## src/design/dgsp_pkg.sv

```systemverilog
// shared constants, codes and control bundles for the dense graph shortest path block
package dgsp_pkg;

  localparam int NODE_COUNT_DEF  = 16;
  localparam int WEIGHT_BITS_DEF = 16;

  // fixed field widths of the words on the ports
  localparam int ID_W   = 4;
  localparam int WIN_W  = 16;
  localparam int DIST_W = 20;

  localparam logic [DIST_W-1:0] DIST_SAT = '1;

  typedef enum logic {
    OP_WRITE = 1'b0,
    OP_QUERY = 1'b1
  } op_t;

  typedef enum logic [3:0] {
    ST_IDLE,
    ST_LOAD,
    ST_PASS,
    ST_DRAIN,
    ST_WALK_RD,
    ST_WALK_CHK,
    ST_EMIT_RD,
    ST_EMIT_LD,
    ST_FAIL
  } state_t;

  // sequencer to node scratch unit
  typedef struct packed {
    logic load;     // start of a round: take the chosen node
    logic first;    // first round: source is chosen, scratch reads as blank
    logic issue;    // read one scratch entry and one matrix entry
    logic walk_rd;  // read one scratch entry for the path walk
  } node_ctl_t;

  // sequencer to path buffer and output register
  typedef struct packed {
    logic push;       // store one walked node
    logic rd;         // read one stored node
    logic load_path;  // present a path node word
    logic load_fail;  // present the unreachable word
    logic last;       // final word of the query
  } path_ctl_t;

endpackage

```

## src/design/dgsp_path_buf.sv

```systemverilog
// walked path buffer and output word register with distance saturation
module dgsp_path_buf #(
  parameter int NODE_COUNT  = dgsp_pkg::NODE_COUNT_DEF,
  parameter int WEIGHT_BITS = dgsp_pkg::WEIGHT_BITS_DEF,
  localparam int NB = $clog2(NODE_COUNT),
  localparam int DB = WEIGHT_BITS + NB
) (
  input  logic                        clk,
  input  logic                        rst,
  input  dgsp_pkg::path_ctl_t         ctl,
  input  logic [NB-1:0]               wr_addr,
  input  logic [NB-1:0]               wr_node,
  input  logic [NB-1:0]               rd_addr,
  input  logic [DB-1:0]               route_dist,
  input  logic [dgsp_pkg::ID_W-1:0]   fail_node,
  input  logic                        out_ready,
  output logic                        slot_free,
  output logic                        out_valid,
  output logic [dgsp_pkg::ID_W-1:0]   path_node,
  output logic [dgsp_pkg::DIST_W-1:0] total_distance,
  output logic                        unreachable,
  output logic                        last
);

  localparam int DXW = (DB > dgsp_pkg::DIST_W) ? DB : dgsp_pkg::DIST_W;

  logic [NB-1:0]               mem [NODE_COUNT];
  logic [NB-1:0]               rdata;
  logic [DXW-1:0]              dist_x;
  logic [dgsp_pkg::DIST_W-1:0] dist_sat;

  // clamp the path distance to the output field
  always_comb begin
    dist_x   = DXW'(route_dist);
    dist_sat = (dist_x > DXW'(dgsp_pkg::DIST_SAT)) ? dgsp_pkg::DIST_SAT
                                                   : dgsp_pkg::DIST_W'(dist_x);
  end

  assign slot_free = ~out_valid | out_ready;

  // path memory, destination first
  always_ff @(posedge clk) begin
    if (ctl.push) begin
      mem[wr_addr] <= wr_node;
    end
    if (ctl.rd) begin
      rdata <= mem[rd_addr];
    end
  end

  // output word valid
  always_ff @(posedge clk) begin
    if (rst) begin
      out_valid <= 1'b0;
    end else if (ctl.load_path | ctl.load_fail) begin
      out_valid <= 1'b1;
    end else if (out_ready) begin
      out_valid <= 1'b0;
    end
  end

  // output word payload
  always_ff @(posedge clk) begin
    if (ctl.load_path) begin
      path_node      <= dgsp_pkg::ID_W'(rdata);
      total_distance <= dist_sat;
      unreachable    <= 1'b0;
      last           <= ctl.last;
    end else if (ctl.load_fail) begin
      path_node      <= fail_node;
      total_distance <= '0;
      unreachable    <= 1'b1;
      last           <= 1'b1;
    end
  end

endmodule

```

## config.mk

```make
export PLATFORM = sky130hd
export DESIGN_NAME = dgsp_path_buf
export DESIGN_NICKNAME = d
export VERILOG_FILES = /design/src/design/dgsp_pkg.sv /design/src/design/dgsp_path_buf.sv
export SDC_FILE = /design/constraint.sdc
export NUM_CORES = 1
export LEC_CHECK = 0
export ABC_CLOCK_PERIOD_IN_PS = 3800
export BUFFER_PORTS_ARGS = -buffer_cell sky130_fd_sc_hd__buf_4
export CORE_UTILIZATION = 55
export DETAILED_ROUTE_END_ITERATION = 8
export PLACE_DENSITY = 0.78
export SKIP_CTS_REPAIR_TIMING = 1
export SLEW_MARGIN = 40
export SYNTH_ARGS = -nofsm -noshare
export SYNTH_HDL_FRONTEND = slang
export SYNTH_SLANG_ARGS = --single-unit
export TNS_END_PERCENT = 30
```

## constraint.sdc

```tcl
create_clock -name clk -period 3.8 [get_ports clk]
set_input_delay 1.14 -clock clk [delete_from_list [all_inputs] [get_ports clk]]
set_output_delay 1.14 -clock clk [all_outputs]
set_load 0.01 [all_outputs]
```

==> flow_summary.yaml <==
global_routing:
  grt_pass1_wl_mm: 9.75
  overflow: 0
  grt_pass1_vias: 1893
  antenna_found_initial: 0
  grt_start_max_net_pins: 28
  track_usage_pct: 19.3
synth:
  synth_fa_ha_area_share_pct: 0
  synth_xor_area_share_pct: 0
  netlist_instances: 191
  synth_top_family_by_area: "multiplexers"
  yosysTopAreaCell: "edfxtp_1"
  yosys.area.top_type_share_pct: 75.3
  ys_warn_count: 0
  synth-simple-area-share_pct: 8.90
  yosysSeqAreaShare_pct: 76.3
  synthesis.nets: 235
  synth_compound_area_share_pct: 0.944
  muxShareOfSynthArea_pct: 12.3
  syn_area_um2: 3710
  synth-seq-cells: 95
  ys_types: 21
  avgSynthCellArea_um2: 19.4
  netlist_top_cells_area: "edfxtp_1 (75%), mux4_1 (9.9%), and2_1 (3.4%), nor2_1 (1.6%), nand3_1 (1.2%)"
route:
  antenna_left: 0
  wl_per_cell_um: 18.3
  avgViaCountPerCell: 5.51
  vias: 1916
  drt-pass1-iter-count: 7
  drt_iter0_drc: 143
  drc: 30
  wl_mm: 6.39
critical_path:
  crit_required_ns: 2.66
  cp_slowest_stage_delay_ns: 0.14
  cp.arrival_ns: 1.53
  crit_path_start_kind: "primary input"
  cp-end-kind: "primary output"
  worst_r2r_endpoint: "rdata[2]"
  r2r_start: "mem[1][2]"
  rrSetupSlack_ns: 2.30
  critPathBufInv: 2
  crit_type: "primary input to primary output"
  crit_chain: "buf_4 -> nand2b_1 -> buf_4"
  critPathSlowestCell: "nand2b_1"
  crit_fanout: 2
  ff2ff_path_depth: 3
  path_delay_family: "buffers and inverters"
  cpMostUsedCell: "buf_4"
sta:
  worst_pin_slew_ns: 0.632
  period_needed_ns: 2.67
  finalSetupViolCount: 0
  fin_tns_setup_ns: 0
  fmax_ghz: 0.375
  finalHoldViolCount: 0
  timing.clock.skew_ns: 0.00974
  rsz0062_at_grt: "false"
  slew_headroom_pct: 57.5
  timing.final.crit_share_pct: 70.2
  slew_viol_final: 0
placement:
  portBuffers: 71
  place.gp.congestion: 0.748
  placed_cell_area_um2: 4290
  placedCellCount: 332
  hpwl_mm: 4.36
pwr:
  power.leakage_nw: 1.66
  total_power_mw: 2.12
  p_per_area_nw_per_um2: 469
  vdd_drop_max_v: 0.000270
clock_network:
  cts_tree: "built"
  cts_buffers: 9
  clk_pin_slew_worst_paths_ns: 0.09
  clock-root-buffer: "clkbuf_8"
  clk_latency_ns: 0.36
  clk_path_buf_depth: 2
  clock_sinks: 95
  cts-htree-levels: 3
die:
  initial_utilization_pct: 57.8
  pin_count: 72
  dieArea_um2: 7080
  die_h_um: 84.1
  core_um2: 6420
  rows: 29
  die_x_um: 84.1
layout:
  final_core_util_pct: 70.3
  mostFrequentLayoutCell: "edfxtp_1"
  layout_common_cells: "edfxtp_1 (93), buf_4 (71), and2_1 (20)"
  num-nets-final: 310
  fin_area_um2: 4520
  area.growth.synth_to_final_pct: 21.7
  n_antenna_cell: 0
  final_cell_count_no_fill: 348
  drive_gt1_share_pct: 35.1
hold_path:
  holdPathStages: 2
  hold_start: "unreachable"
  whs_endpoint: "unreachable"
  min_path_type: "register to register"
flow_run:
  max-cap-violations: 0
outcome:
  violations: "DRC"
  outcome: "finished with violations"
## state kept, by name, indices dropped and copies added, names as in the netlist
signal          flops
mem                64
out_valid           1
rdata               4
unreachable         1
path_node           4
total_distance     20
last                1
## layer usage
metal / wire length, µm / part of all wire [%] / vias up / GRT usage (%)
met3: 555 / 8.7 / 8 / 4.72
met2: 3090 / 48 / 89 / 30.8
met5: 0 / 0 / - / 0
li1: - / - / 906 / -
met4: 60 / 0.94 / 0 / 10.7
met1: 2680 / 42 / 913 / 24.6
## worst register-to-register path, stage by stage, from the launching register on
cell and delay [ns]:
edfxtp_1 0.41, mux4_1 0.54, a22oi_1 0.22, nand3_1 0.10
## layout make-up
type,instances,area (µm²)
fillers,413,1910
clock buffers,9,124
clock inverters,7,104
inverters,1,3.75
repair buffers,71,533
well taps,77,96.3
flip-flops and latches,95,2830
multi-input cells,88,823
## metrics by stage
step / hold slack [ns] / setup WS, ns
final: 0.480 / 1.13
after global routing: 0.535 / 1.10
after CTS: 0.488 / 1.13
after detailed placement: 0.465 / 1.13
after global placement: 0.451 / 1.13
after floorplan: 0.504 / 1.35
## worst max-delay path by stage
stage | cells past startpoint | endpoint | from
2_1_floorplan | 1 | slot_free | out_ready
5_1_grt | 3 | slot_free | out_ready
6_report | 3 | slot_free | out_ready
4_1_cts | 3 | slot_free | out_ready
3_3_place_gp | 3 | slot_free | out_ready
3_5_place_dp | 3 | slot_free | out_ready
## power by group
part / internal [mW] / total [mW] / switching (mW)
clock: 0.378 / 0.735 / 0.357
combinational: 0.0929 / 0.174 / 0.0816
sequential: 1.20 / 1.21 / 0.0116
## synth_stat cells (all sizes together)
library cell	n
nand3	9
or3b	1
nor2	16
edfxtp	93
mux2	4
dfxtp	2
mux4	16
and2	20
clkbuf	4
nand2	5
inv	1
nor2b	2
nor3	4
a22oi	4
nand2b	4
a21oi	1
nand3b	2
buf	3
## cells by family after synthesis
kind of cell	after synthesis
DFF	95
and+or+nand+nor	63
buffers and inverters	8
muxes	20
AOI/OAI and AO/OA	5
No activity file was read; power rests on OpenSTA's default activity.
