==> config.mk <==
export PLATFORM = sky130hd
export DESIGN_NAME = dgsp_edge_ram
export DESIGN_NICKNAME = d
export VERILOG_FILES = /design/src/design/dgsp_pkg.sv /design/src/design/dgsp_edge_ram.sv
export SDC_FILE = /design/constraint.sdc
export NUM_CORES = 2
export LEC_CHECK = 0
export BUFFER_PORTS_ARGS = -buffer_cell sky130_fd_sc_hd__buf_2
export CAP_MARGIN = 5
export CORE_ASPECT_RATIO = 1.5
export CORE_MARGIN = 1.5
export CORE_UTILIZATION = 55
export CTS_BUF_LIST = sky130_fd_sc_hd__clkbuf_16
export CTS_CLUSTER_SIZE = 20
export DETAILED_ROUTE_END_ITERATION = 12
export PLACE_DENSITY = 0.76
export REMOVE_ABC_BUFFERS = 1
export SKIP_CTS_REPAIR_TIMING = 1
export SYNTH_ARGS = -nofsm -noshare
export SYNTH_HDL_FRONTEND = slang
export SYNTH_SLANG_ARGS = --single-unit
==> constraint.sdc <==
create_clock -name clk -period 9.66 [get_ports clk]
set_input_delay 0.483 -clock clk [delete_from_list [all_inputs] [get_ports clk]]
set_output_delay 0.483 -clock clk [all_outputs]
set_load 0.03 [all_outputs]
==> src/design/dgsp_pkg.sv <==
// shared constants, codes and control bundles for the dense graph shortest path block
package dgsp_pkg;

  localparam int NODE_COUNT_DEF  = 16;
  localparam int WEIGHT_BITS_DEF = 16;

  // fixed field widths of the words on the ports
  localparam int ID_W   = 4;
  localparam int WIN_W  = 16;
  localparam int DIST_W = 20;

  localparam logic [DIST_W-1:0] DIST_SAT = '1;

  typedef enum logic {
    OP_WRITE = 1'b0,
    OP_QUERY = 1'b1
  } op_t;

  typedef enum logic [3:0] {
    ST_IDLE,
    ST_LOAD,
    ST_PASS,
    ST_DRAIN,
    ST_WALK_RD,
    ST_WALK_CHK,
    ST_EMIT_RD,
    ST_EMIT_LD,
    ST_FAIL
  } state_t;

  // sequencer to node scratch unit
  typedef struct packed {
    logic load;     // start of a round: take the chosen node
    logic first;    // first round: source is chosen, scratch reads as blank
    logic issue;    // read one scratch entry and one matrix entry
    logic walk_rd;  // read one scratch entry for the path walk
  } node_ctl_t;

  // sequencer to path buffer and output register
  typedef struct packed {
    logic push;       // store one walked node
    logic rd;         // read one stored node
    logic load_path;  // present a path node word
    logic load_fail;  // present the unreachable word
    logic last;       // final word of the query
  } path_ctl_t;

endpackage

==> src/design/dgsp_edge_ram.sv <==
// adjacency matrix memory with a clearing sweep after reset
module dgsp_edge_ram #(
  parameter int NODE_COUNT  = dgsp_pkg::NODE_COUNT_DEF,
  parameter int WEIGHT_BITS = dgsp_pkg::WEIGHT_BITS_DEF,
  localparam int NB = $clog2(NODE_COUNT),
  localparam int AW = 2 * NB
) (
  input  logic                   clk,
  input  logic                   rst,
  input  logic                   wr_en,
  input  logic [AW-1:0]          wr_addr,
  input  logic [WEIGHT_BITS-1:0] wr_data,
  input  logic                   rd_en,
  input  logic [AW-1:0]          rd_addr,
  output logic [WEIGHT_BITS-1:0] rd_data,
  output logic                   clearing
);

  localparam int DEPTH = 1 << AW;

  logic [WEIGHT_BITS-1:0] mem [DEPTH];
  logic [AW-1:0]          clr_addr;

  // sweep every row and column back to no edge
  always_ff @(posedge clk) begin
    if (rst) begin
      clearing <= 1'b1;
      clr_addr <= '0;
    end else if (clearing) begin
      clr_addr <= clr_addr + 1'b1;
      if (clr_addr == '1) begin
        clearing <= 1'b0;
      end
    end
  end

  // single write port, registered read port
  always_ff @(posedge clk) begin
    if (clearing) begin
      mem[clr_addr] <= '0;
    end else if (wr_en) begin
      mem[wr_addr] <= wr_data;
    end
    if (rd_en) begin
      rd_data <= mem[rd_addr];
    end
  end

endmodule

==> metrics.md <==
| Metric | Value |
|---|---|
| Final ANT Viol Nets | 0 |
| Initial antenna violation count | 35 |
| Area Overhead vs Synth | 10.2% |
| Tot GR Track Use | 0.290 |
| Share of the synthesized area in the top cell type | 0.769 |
| Main synth FF type | edfxtp_1 |
| RR Endpoint | mem[185][15]$_DFFE_PP_ |
| Crit end category | flip-flop |
| Slowest Stage Delay on Critical Path | between 1000 and 1500 ps |
| Port Buffers | between 50 and 60 |
| Root Buffer | clkbuf_16 |
| Final min period | just under 5000 ps |
| Psw | around 7.2 mW |
| Register Area | between 0.1 and 0.15 sq mm |
| Leakage | around 61 nW |
| Synth Area per Inst | between 20 and 25 sq um |
| Relative slew slack | 0.0205 |
| Hold_sp | wr_data[11] |
| Slowest cell on crit path | nor3_1 |
| Worst Clk Skew | just over 40 ps |
| Kind of critical path | input port to flip-flop |
| I/O pins | 53 |
| Worst-path fanout max | 131 |
| CP delay by family, top | simple AND/OR/NAND/NOR gates |
| Commonest non-fill, non-tap cell in the layout | edfxtp_1 |
| Final hold viol count | 0 |
| Max cap viols | 0 |
| Worst path required time | ~10000 ps |
| Total CTS buffers | 351 |
| Worst-case reg-to-reg path depth | 7 |
| CTS Buffer Depth | 4 |
| Final Setup Violations | 0 |
| Asr flop ratio synth | 0 |
| Number of synthesized flops with an enable pin | 4112 |
| Cell variety after synth | 74 |
| WHS Endpoint | mem[147][11]$_DFFE_PP_ |
| Least-Margin Pin Slew | 1450 ps |
| Row count | roughly 240 |
| Crit path launch type | input port |
| Vias in the first global route | 81500 |
| Status | finished clean |
| Worst hold stages | 2 |
| Number of fill cells in the layout | around 19000 |
| DR iter-0 viols | between 10000 and 15000 |
| Crit path cell chain | buf_12 -> buf_12 -> buf_4 -> mux2i_1 -> o22ai_1 -> nor2_1 -> a211oi_1 -> nand4_1 -> nor3_1 -> and4_1 |
| DRC Markers | 0 |
| Core Footprint | 0.290 sq mm |
| Pin count of the biggest net entering global routing | slightly below 200 |
| Reg-to-reg critical path startpoint | clearing$_SDFF_PP1_ |
| DRT Pass-1 Iters | 9 |
| Clk pwr share | 0.404 |
| Most used cell, CP | buf_12 |
| Switch share | 0.207 |
| Die area | 0.295 sq mm |
| Placed wire-length estimate | 250000 um |
| TritonCTS clock tree | yes |
| First-pass GRT wire length | just over 600000 um |
| VDD IR max | 0.000166 V |
| Worst Path Arrival | between 5000 and 6000 ps |
| DR WL/cell | between 30 and 40 um |
| Initial core utilization | 0.554 |
| Pwr/cell area | around 200 mW/mm^2 |
| Sequential share of power | 0.556 |
| Clock Pin Slew Worst Setup and Hold Paths | about 70 ps |
| Share of cells above drive strength 1 | 0.227 |
| Net count, final | 7909 |
| Multi-input logic area | ~0.034 sq mm |
| Crit share post-route | 0.502 |
| Syn Inst Count | about 7500 |
| Gr ovfl total | 0 |
| Die Span Y | between 600 and 700 um |
| RSZ-0062 raised after global routing | no |
| Hold Crit Class | input port to flip-flop |
| Vias | a little over 80000 |
| Area leader, netlist | edfxtp_1 |
| Clock tree sinks | 4121 |
| Max Freq | between 0.2 and 0.25 GHz |
| H-tree depth | 5 |
| Routed wire length | approximately 430000 um |
| Most frequent cells in the layout | edfxtp_1 (4112), mux4_2 (834), mux2i_1 (508), clkbuf_16 (360), buf_4 (355) |
| Worst skew pair latency | 910 ps |
| Setup total negative slack | 0 ps |
| Top cells by area, synth | edfxtp_1 (77%), mux4_2 (12%), mux2i_1 (3.2%) |
| DR vias/cell | between 6 and 7 |
| CP bufs+invs | 3 |
| Final GP Congestion | approximately 0.93 |
| Combinational Power Share | 0.040 |
| Max Slew Vio Count | 0 |
| Seq cells post-synth | 4121 |
| Warnings, synthesis | 0 |
| Flop2flop setup slack | 5190 ps |
| Synthesized area | roughly 0.16 sq mm |
| Die Wd | roughly 440 um |
| Layout Utilization | 0.610 |
| Register area share after synthesis | 0.770 |
| Int Pwr | approximately 28 mW |
-- Yosys cell counts, drive strengths merged (9+ instances only) --
cell type  number
o22ai         134
a22o           10
a22oi          39
nor3          113
buf           278
a211oi         27
mux4          858
nand3b         11
nand2         221
a221oi         13
and3           10
edfxtp       4112
mux2i         508
nand3          55
and2           17
o221ai        169
clkbuf        166
nor4           31
o31ai          12
o311ai         11
nand2b         15
nand4          19
o21ai         103
a21oi         138
dfxtp           9
or3            21
mux2           22
nor2          349
-- state kept, by name, indices dropped and copies added (netlist names) --
register,flops
clr_addr,8
rd_data,16
mem,4096
clearing,1
-- worst max-delay path by stage --
stage / start / endpoint / depth (start not counted)
6_report: rd_addr[0] / rd_data[9]$_DFFE_PP_ / 10
3_5_place_dp: rd_addr[0] / rd_data[9]$_DFFE_PP_ / 10
5_1_grt: rd_addr[0] / rd_data[12]$_DFFE_PP_ / 10
4_1_cts: rd_addr[0] / rd_data[9]$_DFFE_PP_ / 10
3_3_place_gp: rd_addr[0] / rd_data[5]$_DFFE_PP_ / 10
2_1_floorplan: rd_addr[3] / rd_data[0]$_DFFE_PP_ / 6
-- routing by layer --
layer	GRT usage	share of wire	vias to the layer above	routed length, um
li1	-	-	32300	-
met1	0.358	0.33	42300	140000
met2	0.468	0.49	5751	210000
met3	0.0559	0.11	1249	45400
met4	0.196	0.080	28	34500
met5	0.00507	0.00090	-	385
-- kinds of logic after synthesis --
family	Yosys count	share of synthesized area
flops	4121	0.770
fa+ha+maj	1	0.0000779
buf+inv	452	0.0215
compound gates	687	0.0296
simple gates	885	0.0248
xor+xnor	4	0.000218
mux	1388	0.154
-- power by group through the flow --
stage               registers, mW  logic [mW]  clock network (mW)
detailed placement           19.8        1.37                   0
global placement             19.8        1.36                   0
finish                       19.4        1.40                14.1
CTS                          19.4        1.38                14.2
global route                 19.4        1.43                14.8
floorplan                    19.8       0.657                   0
-- final cells by class --
class | instances | area share
timing repair buffer | 428 | 0.0192
clock inverter | 276 | 0.0132
antenna | 29 | 0.000410
sequential | 4121 | 0.699
inverter | 5 | 0.000163
clock buffer | 360 | 0.0509
multi-input combinational | 2965 | 0.191
tap | 3782 | 0.0267
-- metrics by stage --
step	cells	setup slack [ps]	hold slack (ps)	power, mW	cell area [sq um]
after CTS	11900	5020	-171	35.0	177000
after detailed placement	11300	4110	555	21.2	166000
after global routing	11900	4780	28.1	35.6	177000
final	12000	4810	18.2	34.9	177000
after global placement	11300	4070	520	21.2	165000
after floorplan	7091	1460	494	20.5	157000
No activity file was read; power rests on OpenSTA's default activity.
