## config.mk

```make
export PLATFORM = sky130hd
export DESIGN_NAME = dgsp_node_unit
export DESIGN_NICKNAME = d
export VERILOG_FILES = /design/src/design/dgsp_pkg.sv /design/src/design/dgsp_node_unit.sv
export SDC_FILE = /design/constraint.sdc
export NUM_CORES = 1
export LEC_CHECK = 0
export ABC_AREA = 1
export BUFFER_PORTS_ARGS = -buffer_cell sky130_fd_sc_hd__buf_2
export CAP_MARGIN = 0
export CORE_ASPECT_RATIO = 2
export CORE_UTILIZATION = 45
export DETAILED_ROUTE_END_ITERATION = 10
export GPL_ROUTABILITY_DRIVEN = 0
export PLACE_DENSITY_LB_ADDON = 0.1
export SETUP_SLACK_MARGIN = 0.2
export SYNTH_ARGS = -nofsm -noshare
export SYNTH_HDL_FRONTEND = slang
export SYNTH_SLANG_ARGS = --single-unit
```

## constraint.sdc

```tcl
create_clock -name clk -period 7.3 [get_ports clk]
set_input_delay 1.46 -clock clk [delete_from_list [all_inputs] [get_ports clk]]
set_output_delay 1.46 -clock clk [all_outputs]
set_load 0.02 [all_outputs]
```

## src/design/dgsp_pkg.sv

```systemverilog
// shared constants, codes and control bundles for the dense graph shortest path block
package dgsp_pkg;

  localparam int NODE_COUNT_DEF  = 16;
  localparam int WEIGHT_BITS_DEF = 16;

  // fixed field widths of the words on the ports
  localparam int ID_W   = 4;
  localparam int WIN_W  = 16;
  localparam int DIST_W = 20;

  localparam logic [DIST_W-1:0] DIST_SAT = '1;

  typedef enum logic {
    OP_WRITE = 1'b0,
    OP_QUERY = 1'b1
  } op_t;

  typedef enum logic [3:0] {
    ST_IDLE,
    ST_LOAD,
    ST_PASS,
    ST_DRAIN,
    ST_WALK_RD,
    ST_WALK_CHK,
    ST_EMIT_RD,
    ST_EMIT_LD,
    ST_FAIL
  } state_t;

  // sequencer to node scratch unit
  typedef struct packed {
    logic load;     // start of a round: take the chosen node
    logic first;    // first round: source is chosen, scratch reads as blank
    logic issue;    // read one scratch entry and one matrix entry
    logic walk_rd;  // read one scratch entry for the path walk
  } node_ctl_t;

  // sequencer to path buffer and output register
  typedef struct packed {
    logic push;       // store one walked node
    logic rd;         // read one stored node
    logic load_path;  // present a path node word
    logic load_fail;  // present the unreachable word
    logic last;       // final word of the query
  } path_ctl_t;

endpackage

```

## src/design/dgsp_node_unit.sv

```systemverilog
// per-node scratch memory with the combined relax and select pass
module dgsp_node_unit #(
  parameter int NODE_COUNT  = dgsp_pkg::NODE_COUNT_DEF,
  parameter int WEIGHT_BITS = dgsp_pkg::WEIGHT_BITS_DEF,
  localparam int NB = $clog2(NODE_COUNT),
  localparam int DB = WEIGHT_BITS + NB
) (
  input  logic                      clk,
  input  logic                      rst,
  input  dgsp_pkg::node_ctl_t       ctl,
  input  logic [NB-1:0]             src,
  input  logic [NB-1:0]             pass_idx,
  input  logic [NB-1:0]             walk_addr,
  input  logic [WEIGHT_BITS-1:0]    edge_w,
  output logic [NB-1:0]             cur_u,
  output logic [DB-1:0]             rd_dist,
  output logic [NB-1:0]             rd_pred,
  output logic                      rd_hp
);

  typedef struct packed {
    logic [DB-1:0] cost;
    logic [NB-1:0] pred;
    logic          hp;
    logic          done;
  } entry_t;

  entry_t        mem [NODE_COUNT];
  entry_t        rdata;
  entry_t        cur;
  entry_t        upd_e;
  logic [NB-1:0] rd_addr;

  logic          s1_vld;
  logic [NB-1:0] s1_idx;
  logic          fresh;

  // node being settled this round
  logic [NB-1:0] u;
  logic [DB-1:0] ud;
  logic          relax_en;
  logic          mark_en;

  // choice for the following round
  logic          pick_found;
  logic [NB-1:0] pick_idx;
  logic [DB-1:0] pick_dist;
  logic          spare_found;
  logic [NB-1:0] spare_idx;

  logic [DB-1:0] cand;
  logic          v_src;
  logic          done1;
  logic          reached0;
  logic          reached1;
  logic          upd;
  logic          take;

  // relax one entry against the settled node and judge it for the next pick
  always_comb begin
    cur      = fresh ? '0 : rdata;
    v_src    = (s1_idx == src);
    done1    = cur.done | (mark_en & (s1_idx == u));
    reached0 = v_src | cur.hp;
    cand     = ud + DB'(edge_w);
    upd      = relax_en & ~done1 & (edge_w != '0) & (~reached0 | (cand < cur.cost));
    upd_e.cost = upd ? cand : cur.cost;
    upd_e.pred = upd ? u : cur.pred;
    upd_e.hp   = cur.hp | upd;
    upd_e.done = done1;
    reached1 = v_src | upd_e.hp;
    // ascending scan with <=, so the highest index wins a tie
    take     = ~done1 & reached1 & (~pick_found | (upd_e.cost <= pick_dist));
    rd_addr  = ctl.walk_rd ? walk_addr : pass_idx;
  end

  // scratch memory: write back the pass result, registered read
  always_ff @(posedge clk) begin
    if (s1_vld) begin
      mem[s1_idx] <= upd_e;
    end
    if (ctl.issue | ctl.walk_rd) begin
      rdata <= mem[rd_addr];
    end
  end

  // round control and pick tracking
  always_ff @(posedge clk) begin
    if (rst) begin
      s1_vld      <= 1'b0;
      fresh       <= 1'b0;
      relax_en    <= 1'b0;
      mark_en     <= 1'b0;
      pick_found  <= 1'b0;
      spare_found <= 1'b0;
    end else begin
      s1_vld <= ctl.issue;
      if (ctl.load) begin
        fresh       <= ctl.first;
        pick_found  <= 1'b0;
        spare_found <= 1'b0;
        if (ctl.first) begin
          u        <= src;
          ud       <= '0;
          relax_en <= 1'b1;
          mark_en  <= 1'b1;
        end else if (pick_found) begin
          u        <= pick_idx;
          ud       <= pick_dist;
          relax_en <= 1'b1;
          mark_en  <= 1'b1;
        end else begin
          // nothing reached: retire the highest unvisited node only
          u        <= spare_idx;
          relax_en <= 1'b0;
          mark_en  <= spare_found;
        end
      end else if (s1_vld) begin
        if (~done1) begin
          spare_found <= 1'b1;
          spare_idx   <= s1_idx;
        end
        if (take) begin
          pick_found <= 1'b1;
          pick_idx   <= s1_idx;
          pick_dist  <= upd_e.cost;
        end
      end
    end
  end

  always_ff @(posedge clk) begin
    if (ctl.issue) begin
      s1_idx <= pass_idx;
    end
  end

  assign cur_u   = u;
  assign rd_dist = rdata.cost;
  assign rd_pred = rdata.pred;
  assign rd_hp   = rdata.hp;

endmodule

```

==> out/metrics.json <==
{
  "sta": {
    "unrepaired_setup_endpoints_after_global_routing": "no",
    "holdWs_ns": 0.488,
    "tightest_slew_ns": 1.22,
    "timing.final.ws_setup_ns": 0.762,
    "fin_setup_tns_ns": 0,
    "final_count_of_pins_violating_max_slew": 0,
    "final_min_period_over_clock_period": 0.896,
    "timing.clock.skew_ns": 0.0200,
    "report.final.hold_viol_count": 0,
    "final_period_minus_worst_setup_slack_ns": 6.54,
    "slew_headroom": 0.179,
    "max_freq_mhz": 153,
    "setup_viol_count_final": 0
  },
  "drt": {
    "finalWirelength_um": 66400,
    "route.detailed.wl_per_inst_um": 24.4,
    "postRouteAntennaNets": 0,
    "detail_route.vias_per_cell": 5.70,
    "drc_errors_left": 0,
    "drt_iter0_markers": 1198,
    "vias": 15500,
    "detailedRoute.firstPassIterationCount": 6
  },
  "synthesis": {
    "largest_area_contributor_in_the_synthesized_netlist": "sky130_fd_sc_hd__edfxtp_1",
    "synthesis.nets": 2107,
    "post_synth_instance_area_sq_um": 23000,
    "synth-warning-count": 0,
    "synth.ff_latch_count": 504,
    "synth.distinct_cells": 35,
    "synth.area.top_cells": "sky130_fd_sc_hd__edfxtp_1 65%, sky130_fd_sc_hd__nand2_1 4.9%, sky130_fd_sc_hd__a21oi_1 4.2%",
    "area_fraction_of_the_dominant_cell_type_after_synthesis": 0.650,
    "synthesis.instances": 2017,
    "synthesis.area_per_instance_sq_um": 11.4,
    "seq_area_frac_synth": 0.655
  },
  "finish": {
    "mostFrequentLayoutCell": "sky130_fd_sc_hd__edfxtp_1",
    "area_growth_syn_to_layout_pct": 9.59,
    "multi_input_comb_area_sq_um": 6480,
    "n_fill_cell": 4485,
    "antenna_cells_inserted": 0,
    "fin_nets": 2131,
    "layout.cells.most_common_list": "498 x sky130_fd_sc_hd__edfxtp_1, 298 x sky130_fd_sc_hd__nand2_1, 217 x sky130_fd_sc_hd__inv_1, 192 x sky130_fd_sc_hd__a21oi_1, 129 x sky130_fd_sc_hd__o21ai_0",
    "sequential_cell_area_sq_um": 15100,
    "ratio_of_cells_with_drive_above_1_in_the_final_layout": 0.123
  },
  "clock_network": {
    "clk_latency_ns": 0.56,
    "worst_setup_hold_path_clk_slew_ns": 0.06,
    "cts-hold-fix-buffers": 0,
    "clock-root-buffer": "sky130_fd_sc_hd__clkbuf_16",
    "cts_sinks": 504,
    "cts_resized": 0,
    "cts_htree_levels": 2,
    "post-cts-setup-buffer-count": 0,
    "numCtsBuffers": 44,
    "cts_max_path_buffers": 3,
    "tritoncts": "yes"
  },
  "worst_setup_path": {
    "worst_setup_path_start_kind": "primary input",
    "timing.critical_path.arrival_ns": 6.76,
    "slowest_stage": "sky130_fd_sc_hd__fa_1",
    "critPathBufInv": 6,
    "endpoint_kind_of_the_worst_setup_timing_path": "register",
    "cpPeakStageDelay_ns": 0.41,
    "timing.setup.critical_path_class": "in2reg",
    "crit_required_ns": 7.52,
    "crit_path_frequent_cell": "sky130_fd_sc_hd__nand2_1",
    "crit_path_max_fanout": 26,
    "critical-path-top-delay-family": "simple AND/OR/NAND/NOR gates"
  },
  "floorplanning": {
    "io-pin-count": 63,
    "num_rows": 116,
    "initial_utilization": 0.458,
    "core_area_sq_um": 50200,
    "die-area_sq_um": 52100,
    "die_y_um": 322,
    "dieWidth_um": 162
  },
  "grt": {
    "track_usage": 0.258,
    "first_global_vias": 15300,
    "largest_net_degree_at_the_start_of_global_routing": 137,
    "antenna_violations_before_repair": 0,
    "grt_overflow": 0,
    "grt_pass1_wl_um": 96700
  },
  "placed_design": {
    "hpwl_um": 40100,
    "post_place_worst_slack_ns": 0.293,
    "port_buffers": 62
  },
  "min_path": {
    "timing.hold.worst.class": "reg2reg"
  },
  "flow_run": {
    "maxCapViolCount": 0
  },
  "power": {
    "power.density_cell_area_nw_per_um2": 259,
    "leakagePower_nw": 9.37,
    "power.switching_mw": 1.72,
    "share_clk_of_total_power": 0.339,
    "internal_power_mw": 4.81,
    "p_seq_frac": 0.522,
    "power.share.switching": 0.263,
    "power_frac_comb": 0.139,
    "worst_ir_drop_vdd_mv": 0.167
  },
  "outcome": {
    "run_status": "finished, final reports clean"
  }
}
## area by class of cell
| cell class | instances | area share |
|---|---|---|
| clock inverters | 25 | 0.00670 |
| multi-input cells | 1159 | 0.257 |
| inverters | 223 | 0.0334 |
| flip-flops and latches | 504 | 0.598 |
| well taps | 649 | 0.0322 |
| repair buffers | 109 | 0.0268 |
| clock buffers | 55 | 0.0461 |
## power by group through the flow
stage               clock network [mW]  registers (mW)  logic (mW)
floorplan                            0            3.45       0.596
global placement                     0            3.47       0.882
detailed placement                   0            3.47       0.899
CTS                               2.25            3.40       0.902
global route                      2.36            3.41       0.991
finish                            2.21            3.40       0.905
## final timing paths
| check | start | endpoint | slack [ns] | depth (start not counted) |
|---|---|---|---|---|
| max | edge_w[0] | pick_idx[0] | 0.76 | 33 |
| min | relax_en | relax_en | 0.49 | 2 |
| max reg2reg | ud[0] | pick_idx[0] | 1.42 | 32 |
| min reg2reg | relax_en | relax_en | 0.49 | 2 |
## routing by layer
metal / vias up / part of all wire / track usage
met2: 502 / 0.52 / 0.464
met4: 0 / 0.065 / 0.157
met3: 197 / 0.047 / 0.0331
met5: - / 0 / 0
met1: 7648 / 0.37 / 0.286
li1: 7175 / - / -
## synthesized netlist by cell type
library cell / instances
sky130_fd_sc_hd__a21oi_1: 193
sky130_fd_sc_hd__fa_1: 1
sky130_fd_sc_hd__nand4_1: 5
sky130_fd_sc_hd__nor3_1: 6
sky130_fd_sc_hd__clkinv_1: 2
sky130_fd_sc_hd__ha_1: 55
sky130_fd_sc_hd__o221ai_1: 1
sky130_fd_sc_hd__nand2_2: 5
sky130_fd_sc_hd__a21o_1: 1
sky130_fd_sc_hd__clkbuf_2: 2
sky130_fd_sc_hd__o21ai_0: 129
sky130_fd_sc_hd__nand3b_1: 1
sky130_fd_sc_hd__nand3_1: 107
sky130_fd_sc_hd__buf_4: 30
sky130_fd_sc_hd__o21ai_2: 2
sky130_fd_sc_hd__o21ai_1: 79
sky130_fd_sc_hd__nor2_1: 96
sky130_fd_sc_hd__nand2_4: 1
sky130_fd_sc_hd__and2_1: 1
sky130_fd_sc_hd__xnor2_1: 5
sky130_fd_sc_hd__o21ai_4: 1
sky130_fd_sc_hd__o211ai_2: 3
sky130_fd_sc_hd__a21oi_2: 54
sky130_fd_sc_hd__edfxtp_1: 498
sky130_fd_sc_hd__inv_2: 4
sky130_fd_sc_hd__o22ai_1: 1
sky130_fd_sc_hd__o21bai_1: 2
sky130_fd_sc_hd__dfxtp_1: 6
sky130_fd_sc_hd__xor2_1: 9
sky130_fd_sc_hd__buf_6: 15
sky130_fd_sc_hd__clkbuf_1: 39
sky130_fd_sc_hd__nand2_1: 298
sky130_fd_sc_hd__inv_1: 217
sky130_fd_sc_hd__buf_2: 45
sky130_fd_sc_hd__o211ai_1: 103
## through the flow
| stage | std cells | utilization | area (sq um) | power (mW) |
|---|---|---|---|---|
| 2_1_floorplan | 2017 | - | 23000 | 4.04 |
| 3_3_place_gp | 2644 | 0.476 | 23900 | 4.35 |
| 3_5_place_dp | 2644 | 0.476 | 23900 | 4.37 |
| 4_1_cts | 2724 | 0.502 | 25200 | 6.56 |
| 5_1_grt | 2724 | 0.502 | 25200 | 6.75 |
| 6_report | 2724 | 0.502 | 25200 | 6.52 |
## logic make-up (layout without fill, tap and decap cells)
logic type	count (synthesis)	in the layout	share of synthesized area
compound gates	569	569	0.146
xor+xnor	14	14	0.00533
fa+ha+maj	56	56	0.0308
buf+inv	354	412	0.0701
flops	504	504	0.655
simple gates	520	520	0.0926
## sequential cells by signal, summed over array words and instances (netlist names), 4 cells and up
register,cells
cur_u,4
mem,416
pick_dist,20
pick_idx,4
rd_dist,20
rd_pred,4
s1_idx,4
spare_idx,4
ud,20
## worst min-delay path: stages, from the launching register on
cell                      delay (ns)
sky130_fd_sc_hd__dfxtp_1        0.30
sky130_fd_sc_hd__inv_1          0.06
sky130_fd_sc_hd__o21ai_0        0.08
(Power assumes the default switching activity.)
